$ cat config.mk
export PLATFORM = sky130hd
export DESIGN_NAME = periodic_sample_aggregator
export DESIGN_NICKNAME = d
export VERILOG_FILES = /design/src/rtl/core/psa_pkg.sv /design/src/rtl/core/psa_divider.sv /design/src/rtl/core/periodic_sample_aggregator.sv
export SDC_FILE = /design/constraint.sdc
export NUM_CORES = 1
export LEC_CHECK = 0
export BUFFER_PORTS_ARGS = -buffer_cell sky130_fd_sc_hd__buf_4
export CAP_MARGIN = 20
export CORE_AREA = 2 2 261 263
export CTS_BUF_LIST = sky130_fd_sc_hd__clkbuf_8
export DETAILED_ROUTE_END_ITERATION = 7
export DIE_AREA = 0 0 263 265
export HOLD_SLACK_MARGIN = 0.15
export PLACE_DENSITY_LB_ADDON = 0.2
export SYNTH_ARGS = -nofsm -noshare
export SYNTH_HDL_FRONTEND = slang
export SYNTH_SLANG_ARGS = --single-unit
$ cat constraint.sdc
create_clock -name clk -period 8.1 [get_ports clk]
set_input_delay 0.405 -clock clk [delete_from_list [all_inputs] [get_ports clk]]
set_output_delay 0.405 -clock clk [all_outputs]
set_load 0.01 [all_outputs]
$ cat src/rtl/core/psa_pkg.sv
// Shared types, constants and helper functions of the periodic sample aggregator.
package psa_pkg;

  localparam int CountWidth = 12;
  localparam int AccWidth   = 48;
  localparam int ValWidth   = 32;
  localparam int CfgWidth   = 12;
  localparam int IndexWidth = 3;
  localparam int StepWidth  = $clog2(AccWidth);

  localparam logic [1:0] AGG_MAX = 2'd0;
  localparam logic [1:0] AGG_MIN = 2'd1;
  localparam logic [1:0] AGG_AVG = 2'd2;
  localparam logic [1:0] AGG_SUM = 2'd3;

  localparam logic PER_FIXED   = 1'b0;
  localparam logic PER_SLIDING = 1'b1;

  localparam logic [1:0] CAL_HOUR  = 2'd0;
  localparam logic [1:0] CAL_DAY   = 2'd1;
  localparam logic [1:0] CAL_MONTH = 2'd2;

  localparam logic REQ_SAMPLE   = 1'b0;
  localparam logic REQ_ACTIVATE = 1'b1;

  localparam logic [IndexWidth-1:0] REG_SENSOR_ID      = 3'd0;
  localparam logic [IndexWidth-1:0] REG_AGGREGATE_MODE = 3'd1;
  localparam logic [IndexWidth-1:0] REG_PERIOD_MODE    = 3'd2;
  localparam logic [IndexWidth-1:0] REG_CALENDAR_UNIT  = 3'd3;
  localparam logic [IndexWidth-1:0] REG_PERIOD_LENGTH  = 3'd4;
  localparam logic [IndexWidth-1:0] REG_WINDOW_COUNT   = 3'd5;

  typedef enum logic [1:0] {
    ST_IDLE,
    ST_CHECK,
    ST_DIV,
    ST_EMIT
  } psa_state_t;

  typedef struct packed {
    logic                        start;
    logic signed [AccWidth-1:0]  dividend;
    logic [CountWidth-1:0]       divisor;
  } div_req_t;

  typedef struct packed {
    logic                        done;
    logic signed [AccWidth-1:0]  quotient;
  } div_rsp_t;

  function automatic logic signed [AccWidth-1:0] sat_acc(input logic signed [AccWidth:0] s);
    logic signed [AccWidth-1:0] r;
    if (s[AccWidth] != s[AccWidth-1]) begin
      r = s[AccWidth] ? {1'b1, {(AccWidth-1){1'b0}}} : {1'b0, {(AccWidth-1){1'b1}}};
    end else begin
      r = s[AccWidth-1:0];
    end
    return r;
  endfunction

  function automatic logic signed [ValWidth-1:0] sat_val(input logic signed [AccWidth-1:0] v);
    logic signed [ValWidth-1:0] r;
    logic                       fits;
    fits = (&v[AccWidth-1:ValWidth-1]) || !(|v[AccWidth-1:ValWidth-1]);
    if (!fits) begin
      r = v[AccWidth-1] ? {1'b1, {(ValWidth-1){1'b0}}} : {1'b0, {(ValWidth-1){1'b1}}};
    end else begin
      r = v[ValWidth-1:0];
    end
    return r;
  endfunction

endpackage

$ cat src/rtl/core/psa_divider.sv
// Bit-serial restoring divider: signed accumulator by unsigned sample count, truncating.
module psa_divider (
  input  logic               clk,
  input  logic               rst,
  input  psa_pkg::div_req_t  req,
  output psa_pkg::div_rsp_t  rsp
);
  import psa_pkg::*;

  logic                  busy;
  logic                  done;
  logic [StepWidth-1:0]  step;
  logic                  neg;
  logic [AccWidth-1:0]   quo;
  logic [CountWidth-1:0] rem;
  logic [CountWidth-1:0] dsr;

  logic [CountWidth:0]   rem_sh;
  logic [CountWidth:0]   diff;
  logic                  ge;

  assign rem_sh = {rem, quo[AccWidth-1]};
  assign ge     = rem_sh >= {1'b0, dsr};
  assign diff   = rem_sh - {1'b0, dsr};

  always_ff @(posedge clk) begin
    if (rst) begin
      busy <= 1'b0;
      done <= 1'b0;
      step <= '0;
    end else begin
      done <= busy && !req.start && (step == StepWidth'(AccWidth - 1));
      if (req.start) begin
        busy <= 1'b1;
        step <= '0;
      end else if (busy) begin
        step <= step + StepWidth'(1);
        if (step == StepWidth'(AccWidth - 1)) busy <= 1'b0;
      end
    end
  end

  always_ff @(posedge clk) begin
    if (req.start) begin
      neg <= req.dividend[AccWidth-1];
      quo <= req.dividend[AccWidth-1] ? AccWidth'(-req.dividend) : AccWidth'(req.dividend);
      rem <= '0;
      dsr <= req.divisor;
    end else if (busy) begin
      rem <= ge ? diff[CountWidth-1:0] : rem_sh[CountWidth-1:0];
      quo <= {quo[AccWidth-2:0], ge};
    end
  end

  assign rsp.done     = done;
  assign rsp.quotient = neg ? -$signed(quo) : $signed(quo);

endmodule

$ cat src/rtl/core/periodic_sample_aggregator.sv
// Periodic sample aggregator: folds matching samples into max, min, average or sum.
// Activate and ignored samples are taken in their accept cycle; a sample closing
// its period reaches a result via check, emit (max, min, sum) or check, 48-step
// divide, emit (average). Next transaction is accepted when the sequencer is idle.
// The result register frees the input side while a result waits to be taken.
// Synchronous reset: inactive, counters and begin time zero, registers at defaults.
module periodic_sample_aggregator (
  input  logic                                  clk,
  input  logic                                  rst,
  input  logic                                  cfg_write,
  input  logic [psa_pkg::IndexWidth-1:0]        cfg_index,
  input  logic [psa_pkg::CfgWidth-1:0]          cfg_data,
  input  logic                                  in_valid,
  output logic                                  in_ready,
  input  logic                                  req_type,
  input  logic [3:0]                            sensor_type,
  input  logic signed [31:0]                    sample_value,
  input  logic [4:0]                            current_hour,
  input  logic [4:0]                            current_day,
  input  logic [3:0]                            current_month,
  output logic                                  out_valid,
  input  logic                                  out_ready,
  output logic signed [31:0]                    result_value,
  output logic [11:0]                           sample_total
);
  import psa_pkg::*;

  logic [3:0]  sensor_id;
  logic [1:0]  aggregate_mode;
  logic        period_mode;
  logic [1:0]  calendar_unit;
  logic [7:0]  period_length;
  logic [11:0] window_count;

  psa_state_t state, state_next;

  logic signed [AccWidth-1:0] running_value;
  logic [CountWidth-1:0]      sample_count;
  logic                       active_flag;
  logic [4:0]                 begin_hour;
  logic [4:0]                 begin_day;
  logic [3:0]                 begin_month;
  logic [4:0]                 hour_q;
  logic [4:0]                 day_q;
  logic [3:0]                 month_q;
  logic [CountWidth-1:0]      total_q;
  logic signed [ValWidth-1:0] res_q;

  logic                       in_fire;
  logic                       take_sample;
  logic signed [AccWidth-1:0] v_ext;
  logic signed [AccWidth:0]   sum;
  logic signed [AccWidth-1:0] fold_value;
  logic [4:0]                 cal_cur;
  logic [4:0]                 cal_beg;
  logic                       cal_valid;
  logic                       fire;
  logic                       emit_go;

  div_req_t div_req;
  div_rsp_t div_rsp;

  psa_divider u_div (
    .clk (clk),
    .rst (rst),
    .req (div_req),
    .rsp (div_rsp)
  );

  always_ff @(posedge clk) begin
    if (rst) begin
      sensor_id      <= 4'd0;
      aggregate_mode <= AGG_AVG;
      period_mode    <= PER_SLIDING;
      calendar_unit  <= CAL_HOUR;
      period_length  <= 8'd1;
      window_count   <= 12'd1;
    end else if (cfg_write) begin
      unique case (cfg_index)
        REG_SENSOR_ID:      sensor_id      <= cfg_data[3:0];
        REG_AGGREGATE_MODE: aggregate_mode <= cfg_data[1:0];
        REG_PERIOD_MODE:    period_mode    <= cfg_data[0];
        REG_CALENDAR_UNIT:  calendar_unit  <= cfg_data[1:0];
        REG_PERIOD_LENGTH:  period_length  <= cfg_data[7:0];
        REG_WINDOW_COUNT:   window_count   <= cfg_data[11:0];
        default: ;
      endcase
    end
  end

  assign in_ready    = (state == ST_IDLE);
  assign in_fire     = in_valid && in_ready;
  assign take_sample = in_fire && (req_type == REQ_SAMPLE) && active_flag &&
                       (sensor_type == sensor_id);

  assign v_ext = {{(AccWidth-32){sample_value[31]}}, sample_value};
  assign sum   = {running_value[AccWidth-1], running_value} + {v_ext[AccWidth-1], v_ext};

  always_comb begin
    fold_value = running_value;
    if (sample_count == '0) begin
      fold_value = v_ext;
    end else begin
      case (aggregate_mode)
        AGG_MAX: if (v_ext > running_value) fold_value = v_ext;
        AGG_MIN: if (v_ext < running_value) fold_value = v_ext;
        default: fold_value = sat_acc(sum);
      endcase
    end
  end

  always_comb begin
    cal_valid = 1'b1;
    cal_cur   = hour_q;
    cal_beg   = begin_hour;
    case (calendar_unit)
      CAL_HOUR: begin
        cal_cur = hour_q;
        cal_beg = begin_hour;
      end
      CAL_DAY: begin
        cal_cur = day_q;
        cal_beg = begin_day;
      end
      CAL_MONTH: begin
        cal_cur = {1'b0, month_q};
        cal_beg = {1'b0, begin_month};
      end
      default: cal_valid = 1'b0;
    endcase
  end

  always_comb begin
    if (period_mode == PER_FIXED) begin
      fire = cal_valid && (cal_cur != cal_beg) &&
             ((cal_cur < cal_beg) || ({3'b000, 5'(cal_cur - cal_beg)} >= period_length));
    end else begin
      fire = 32'(sample_count) >= 32'(window_count);
    end
  end

  assign emit_go = !out_valid || out_ready;

  always_comb begin
    state_next       = state;
    div_req.start    = 1'b0;
    div_req.dividend = running_value;
    div_req.divisor  = sample_count;
    unique case (state)
      ST_IDLE: begin
        if (take_sample) state_next = ST_CHECK;
      end
      ST_CHECK: begin
        if (!fire) begin
          state_next = ST_IDLE;
        end else if (aggregate_mode == AGG_AVG) begin
          div_req.start = 1'b1;
          state_next    = ST_DIV;
        end else begin
          state_next = ST_EMIT;
        end
      end
      ST_DIV: begin
        if (div_rsp.done) state_next = ST_EMIT;
      end
      ST_EMIT: begin
        if (emit_go) state_next = ST_IDLE;
      end
      default: state_next = ST_IDLE;
    endcase
  end

  always_ff @(posedge clk) begin
    if (rst) begin
      state        <= ST_IDLE;
      running_value <= '0;
      sample_count <= '0;
      active_flag  <= 1'b0;
      begin_hour   <= '0;
      begin_day    <= '0;
      begin_month  <= '0;
      out_valid    <= 1'b0;
    end else begin
      state <= state_next;
      if (in_fire && (req_type == REQ_ACTIVATE)) begin
        begin_hour  <= current_hour;
        begin_day   <= current_day;
        begin_month <= current_month;
        active_flag <= 1'b1;
      end
      if (take_sample) begin
        running_value <= fold_value;
        if (sample_count != {CountWidth{1'b1}}) sample_count <= sample_count + CountWidth'(1);
      end
      if (state == ST_CHECK && fire) begin
        sample_count <= '0;
        if (period_mode == PER_FIXED) begin
          begin_hour  <= hour_q;
          begin_day   <= day_q;
          begin_month <= month_q;
        end
      end
      if (state == ST_EMIT && emit_go) out_valid <= 1'b1;
      else if (out_valid && out_ready) out_valid <= 1'b0;
    end
  end

  always_ff @(posedge clk) begin
    if (take_sample) begin
      hour_q  <= current_hour;
      day_q   <= current_day;
      month_q <= current_month;
    end
    if (state == ST_CHECK && fire) begin
      total_q <= sample_count;
      res_q   <= sat_val(running_value);
    end
    if (state == ST_DIV && div_rsp.done) res_q <= sat_val(div_rsp.quotient);
    if (state == ST_EMIT && emit_go) begin
      result_value <= res_q;
      sample_total <= 12'(total_q);
    end
  end

`ifndef NO_ASSERTIONS
  a_div_only_in_div: assert property (@(posedge clk) disable iff (rst)
    div_rsp.done |-> state == ST_DIV)
    else $error("divider finished outside the divide state");

  a_rise_from_emit: assert property (@(posedge clk) disable iff (rst)
    $rose(out_valid) |-> $past(state) == ST_EMIT)
    else $error("result appeared without an emit step");

  a_count_cleared: assert property (@(posedge clk) disable iff (rst)
    state == ST_EMIT |-> sample_count == '0)
    else $error("sample count not cleared on emission");

  a_total_nonzero: assert property (@(posedge clk) disable iff (rst)
    state == ST_DIV |-> total_q != '0)
    else $error("average started with zero samples");
`endif

endmodule
==> flow_summary.toml <==
[sta]
hold_viol = 0
grt_setup_unrepaired = "no"
fmax_mhz = 196.4
skew_ps = 70.83
maxSlewViolCount = 0
finalSetupViolCount = 0
period_needed_ps = 5093
worstMarginPinSlew_ps = 1098
slew_headroom_pct = 26.15
final.setup.tns_ps = 0
timing.final.crit_share_pct = 62.87

[synthesis]
synth_area_um2 = 19940
synthXorXnorAreaFrac_pct = 6.897
synth-main-ff-cell = "edfxtp_1"
synthArstFlopShare_pct = 0
syn-num-nets = 2393
syn_avg_cell_area_um2 = 9.142
synthMuxAreaShare_pct = 3.301
yosys_warnings = 0
synth-simple-area-share_pct = 16.85
synth_top_family_by_area = "compound AO/OA/AOI/OAI gates"
synth_edf_count = 163
yosysSeqAreaShare_pct = 37.30
synth_cells = 2181
synth_compound_area_share_pct = 20.98
ys_ff_latch = 290
synth.distinct_cells = 98
synth_adder_area_share_pct = 8.961

[placed_design]
routabilityCongestion = 0.9178
hpwl_um = 44300
portBuffers = 116
dpl_cell_area_um2 = 21450

[die]
ios = 117
fp-row-count = 95
die-area_um2 = 69700
core_um2 = 66800
die-height_um = 265
die_x_um = 263
start_util_pct = 29.85

[worst_setup_path]
cp.arrival_ps = 5490
cp_top_family = "adder cells"
cp_max_fo = 74
endpoint_kind = "flop"
path_cells = "inv_1, ha_1, o21ai_0, ha_1, fa_1, inv_1, ha_1, a21o_1, a21o_1, a21o_1, a21oi_1, nor4_1, o221ai_1, a211oi_4, buf_4, buf_4, mux2_2"
cp_num_buf_inv = 4
startpoint_type = "flop"
path_class = "reg2reg"
cp_slowest_stage_delay_ps = 650
critPathSlowestCell = "buf_4"
required_ps = 8490

[layout]
seq_area_um2 = 7437
postLayoutCoreUtil_pct = 34.68
fillCellCount = 6889
area_delta_synth_final_pct = 16.20
drive_gt1_share_pct = 14.06
multi_input_area_um2 = 11410
nets = 2523
stdcell_area_um2 = 23170

[global_route]
grt_pass1_wl_um = 93790
grt_pass1_vias = 16100
grt_remaining_overflow = 0
grt_max_degree = 75
grt.total_usage_pct = 16.82
antenna_found_initial = 1

[routing]
drt-vias-per-instance = 5.140
drtAntennaViolNets = 0
drc = 0
drtIter0Drc = 1234
vias = 16600
wirelength_um = 59820
wire_per_inst_um = 18.53
drt_pre_antenna_iters = 5

[clock_tree]
cts_buffer_depth = 3
ctsHtreeMaxLevel = 2
clkSinkCount = 290
tritoncts = "done"
clockRootBuffer = "clkbuf_8"
hold_buffers = 57
cts_setup_buffers = 0
ctsResizeCount = 0
clkLatencyLatePin_ps = 680
numCtsBuffers = 53
clk_pin_slew_ps = 60

[power]
cellLeakagePower_nw = 8.562
ir_drop_mv = 0.1035
power_density_nw_per_um2 = 147.7

[status]
outcome = "finished, final reports clean"

[min_path]
hold_path_class = "in2reg"

[flow_run]
maxCapViolations = 0
==> report_power, final <==
group | internal [W] | switching [W]
clock network | 0.000844 | 0.000668
logic | 0.000146 | 0.000187
registers | 0.00156 | 0.0000153
total | 0.00255 | 0.000870
==> stage by stage <==
stage | power [W] | hold WS, ps | std cells | setup WS (ps)
final | 0.003422 | 194.9 | 3229 | 3007
after global routing | 0.003575 | 180.6 | 3229 | 2539
after CTS | 0.003477 | 150.2 | 3227 | 2920
after detailed placement | 0.001916 | 404.5 | 3071 | 2883
after global placement | 0.001913 | 403.3 | 3071 | 3008
after floorplan | 0.001812 | 400.3 | 2181 | 3260
==> cell families after synthesis <==
group,after synthesis
flip-flops,290
AND/OR/NAND/NOR,662
XOR/XNOR,157
adder cells (fa/ha/maj),141
buffers and inverters,255
AO/OA/AOI/OAI,614
multiplexers,62
==> flip-flops by register name, indices dropped and copies added, names as in the netlist, 32 cells and up, named ones only <==
name           count
running_value     48
res_q             32
result_value      32
u_div.quo         48
==> cell type report <==
type / instances / share of cell area [%]
Timing Repair Buffer: 188 / 6.761
Clock buffer: 57 / 3.386
Clock inverter: 42 / 1.469
Multi-Input combinational cell: 1636 / 49.26
Inverter: 142 / 2.301
Sequential cell: 290 / 32.10
Tap cell: 873 / 4.715
Antenna cell: 1 / 0.01080
==> worst paths after layout <==
kind	from	depth (start not counted)	to	slack [ps]
worst min register to register	res_q[15]$_DFFE_PP_	0	result_value[15]$_DFFE_PP_	410
worst max-delay path	calendar_unit[0]$_SDFFE_PP0P_	17	u_div.quo[46]$_DFFE_PP_	3010
worst min-delay path	out_ready	4	out_valid$_SDFFE_PP0P_	190
worst max register to register	calendar_unit[0]$_SDFFE_PP0P_	17	u_div.quo[46]$_DFFE_PP_	3010
==> layout by cell type (no fill, tap or decap), types with 110 or more instances in the layout <==
cell,Yosys,routed
a21oi_1,191,191
buf_4,0,130
dfxtp_1,127,127
edfxtp_1,163,163
ha_1,138,138
inv_1,142,155
nand2_1,174,174
nor2_1,195,193
o21ai_0,110,110
xnor2_1,129,129
==> synth_stat cells (7+ instances only) <==
| master | n | share of area [%] |
|---|---|---|
| nor2_1 | 195 | 3.7 |
| a21oi_1 | 191 | 4.8 |
| nand2_1 | 174 | 3.3 |
| edfxtp_1 | 163 | 25 |
| inv_1 | 142 | 2.7 |
| ha_1 | 138 | 8.7 |
| xnor2_1 | 129 | 5.7 |
| dfxtp_1 | 127 | 13 |
| o21ai_0 | 110 | 2.8 |
| clkbuf_1 | 82 | 1.5 |
| nand2b_1 | 47 | 1.5 |
| nand4_1 | 42 | 1.3 |
| o31ai_1 | 39 | 1.5 |
| mux2i_1 | 32 | 1.6 |
| nor3_1 | 32 | 0.80 |
| o22ai_2 | 31 | 1.9 |
| mux2_2 | 30 | 1.7 |
| a21o_1 | 28 | 1.1 |
| nor4_1 | 28 | 0.88 |
| xor2_1 | 28 | 1.2 |
| nor2b_1 | 25 | 0.78 |
| a211oi_1 | 22 | 0.83 |
| nand3_1 | 22 | 0.55 |
| o21ai_1 | 20 | 0.50 |
| o21a_1 | 18 | 0.68 |
| o41ai_1 | 17 | 0.75 |
| or3_1 | 15 | 0.47 |
| a31oi_1 | 13 | 0.41 |
| o21bai_1 | 13 | 0.49 |
| a22o_1 | 11 | 0.48 |
| o211ai_1 | 11 | 0.41 |
| a22oi_1 | 10 | 0.38 |
| buf_2 | 9 | 0.23 |
| or2_2 | 9 | 0.28 |
| and3_1 | 8 | 0.25 |
| a221o_1 | 7 | 0.35 |
| buf_1 | 7 | 0.13 |
| buf_6 | 7 | 0.40 |
==> layer usage <==
metal | global-route usage (%) | vias to the layer above | part of all wire (%)
li1 | - | 8181 | -
met1 | 24.17 | 7918 | 49
met2 | 26.06 | 420 | 44
met3 | 2.610 | 77 | 5.2
met4 | 4.664 | 0 | 2.2
met5 | 0 | - | 0
==> worst reg2reg max path, delay by kind of cell (launching register included) <==
family          cells  cell delay (ps)
compound gates      7             1090
mux                 1              460
fa+ha+maj           4             1560
flops               1              380
simple gates        1              170
buf+inv             4             1220
No activity file was read; power rests on OpenSTA's default activity.
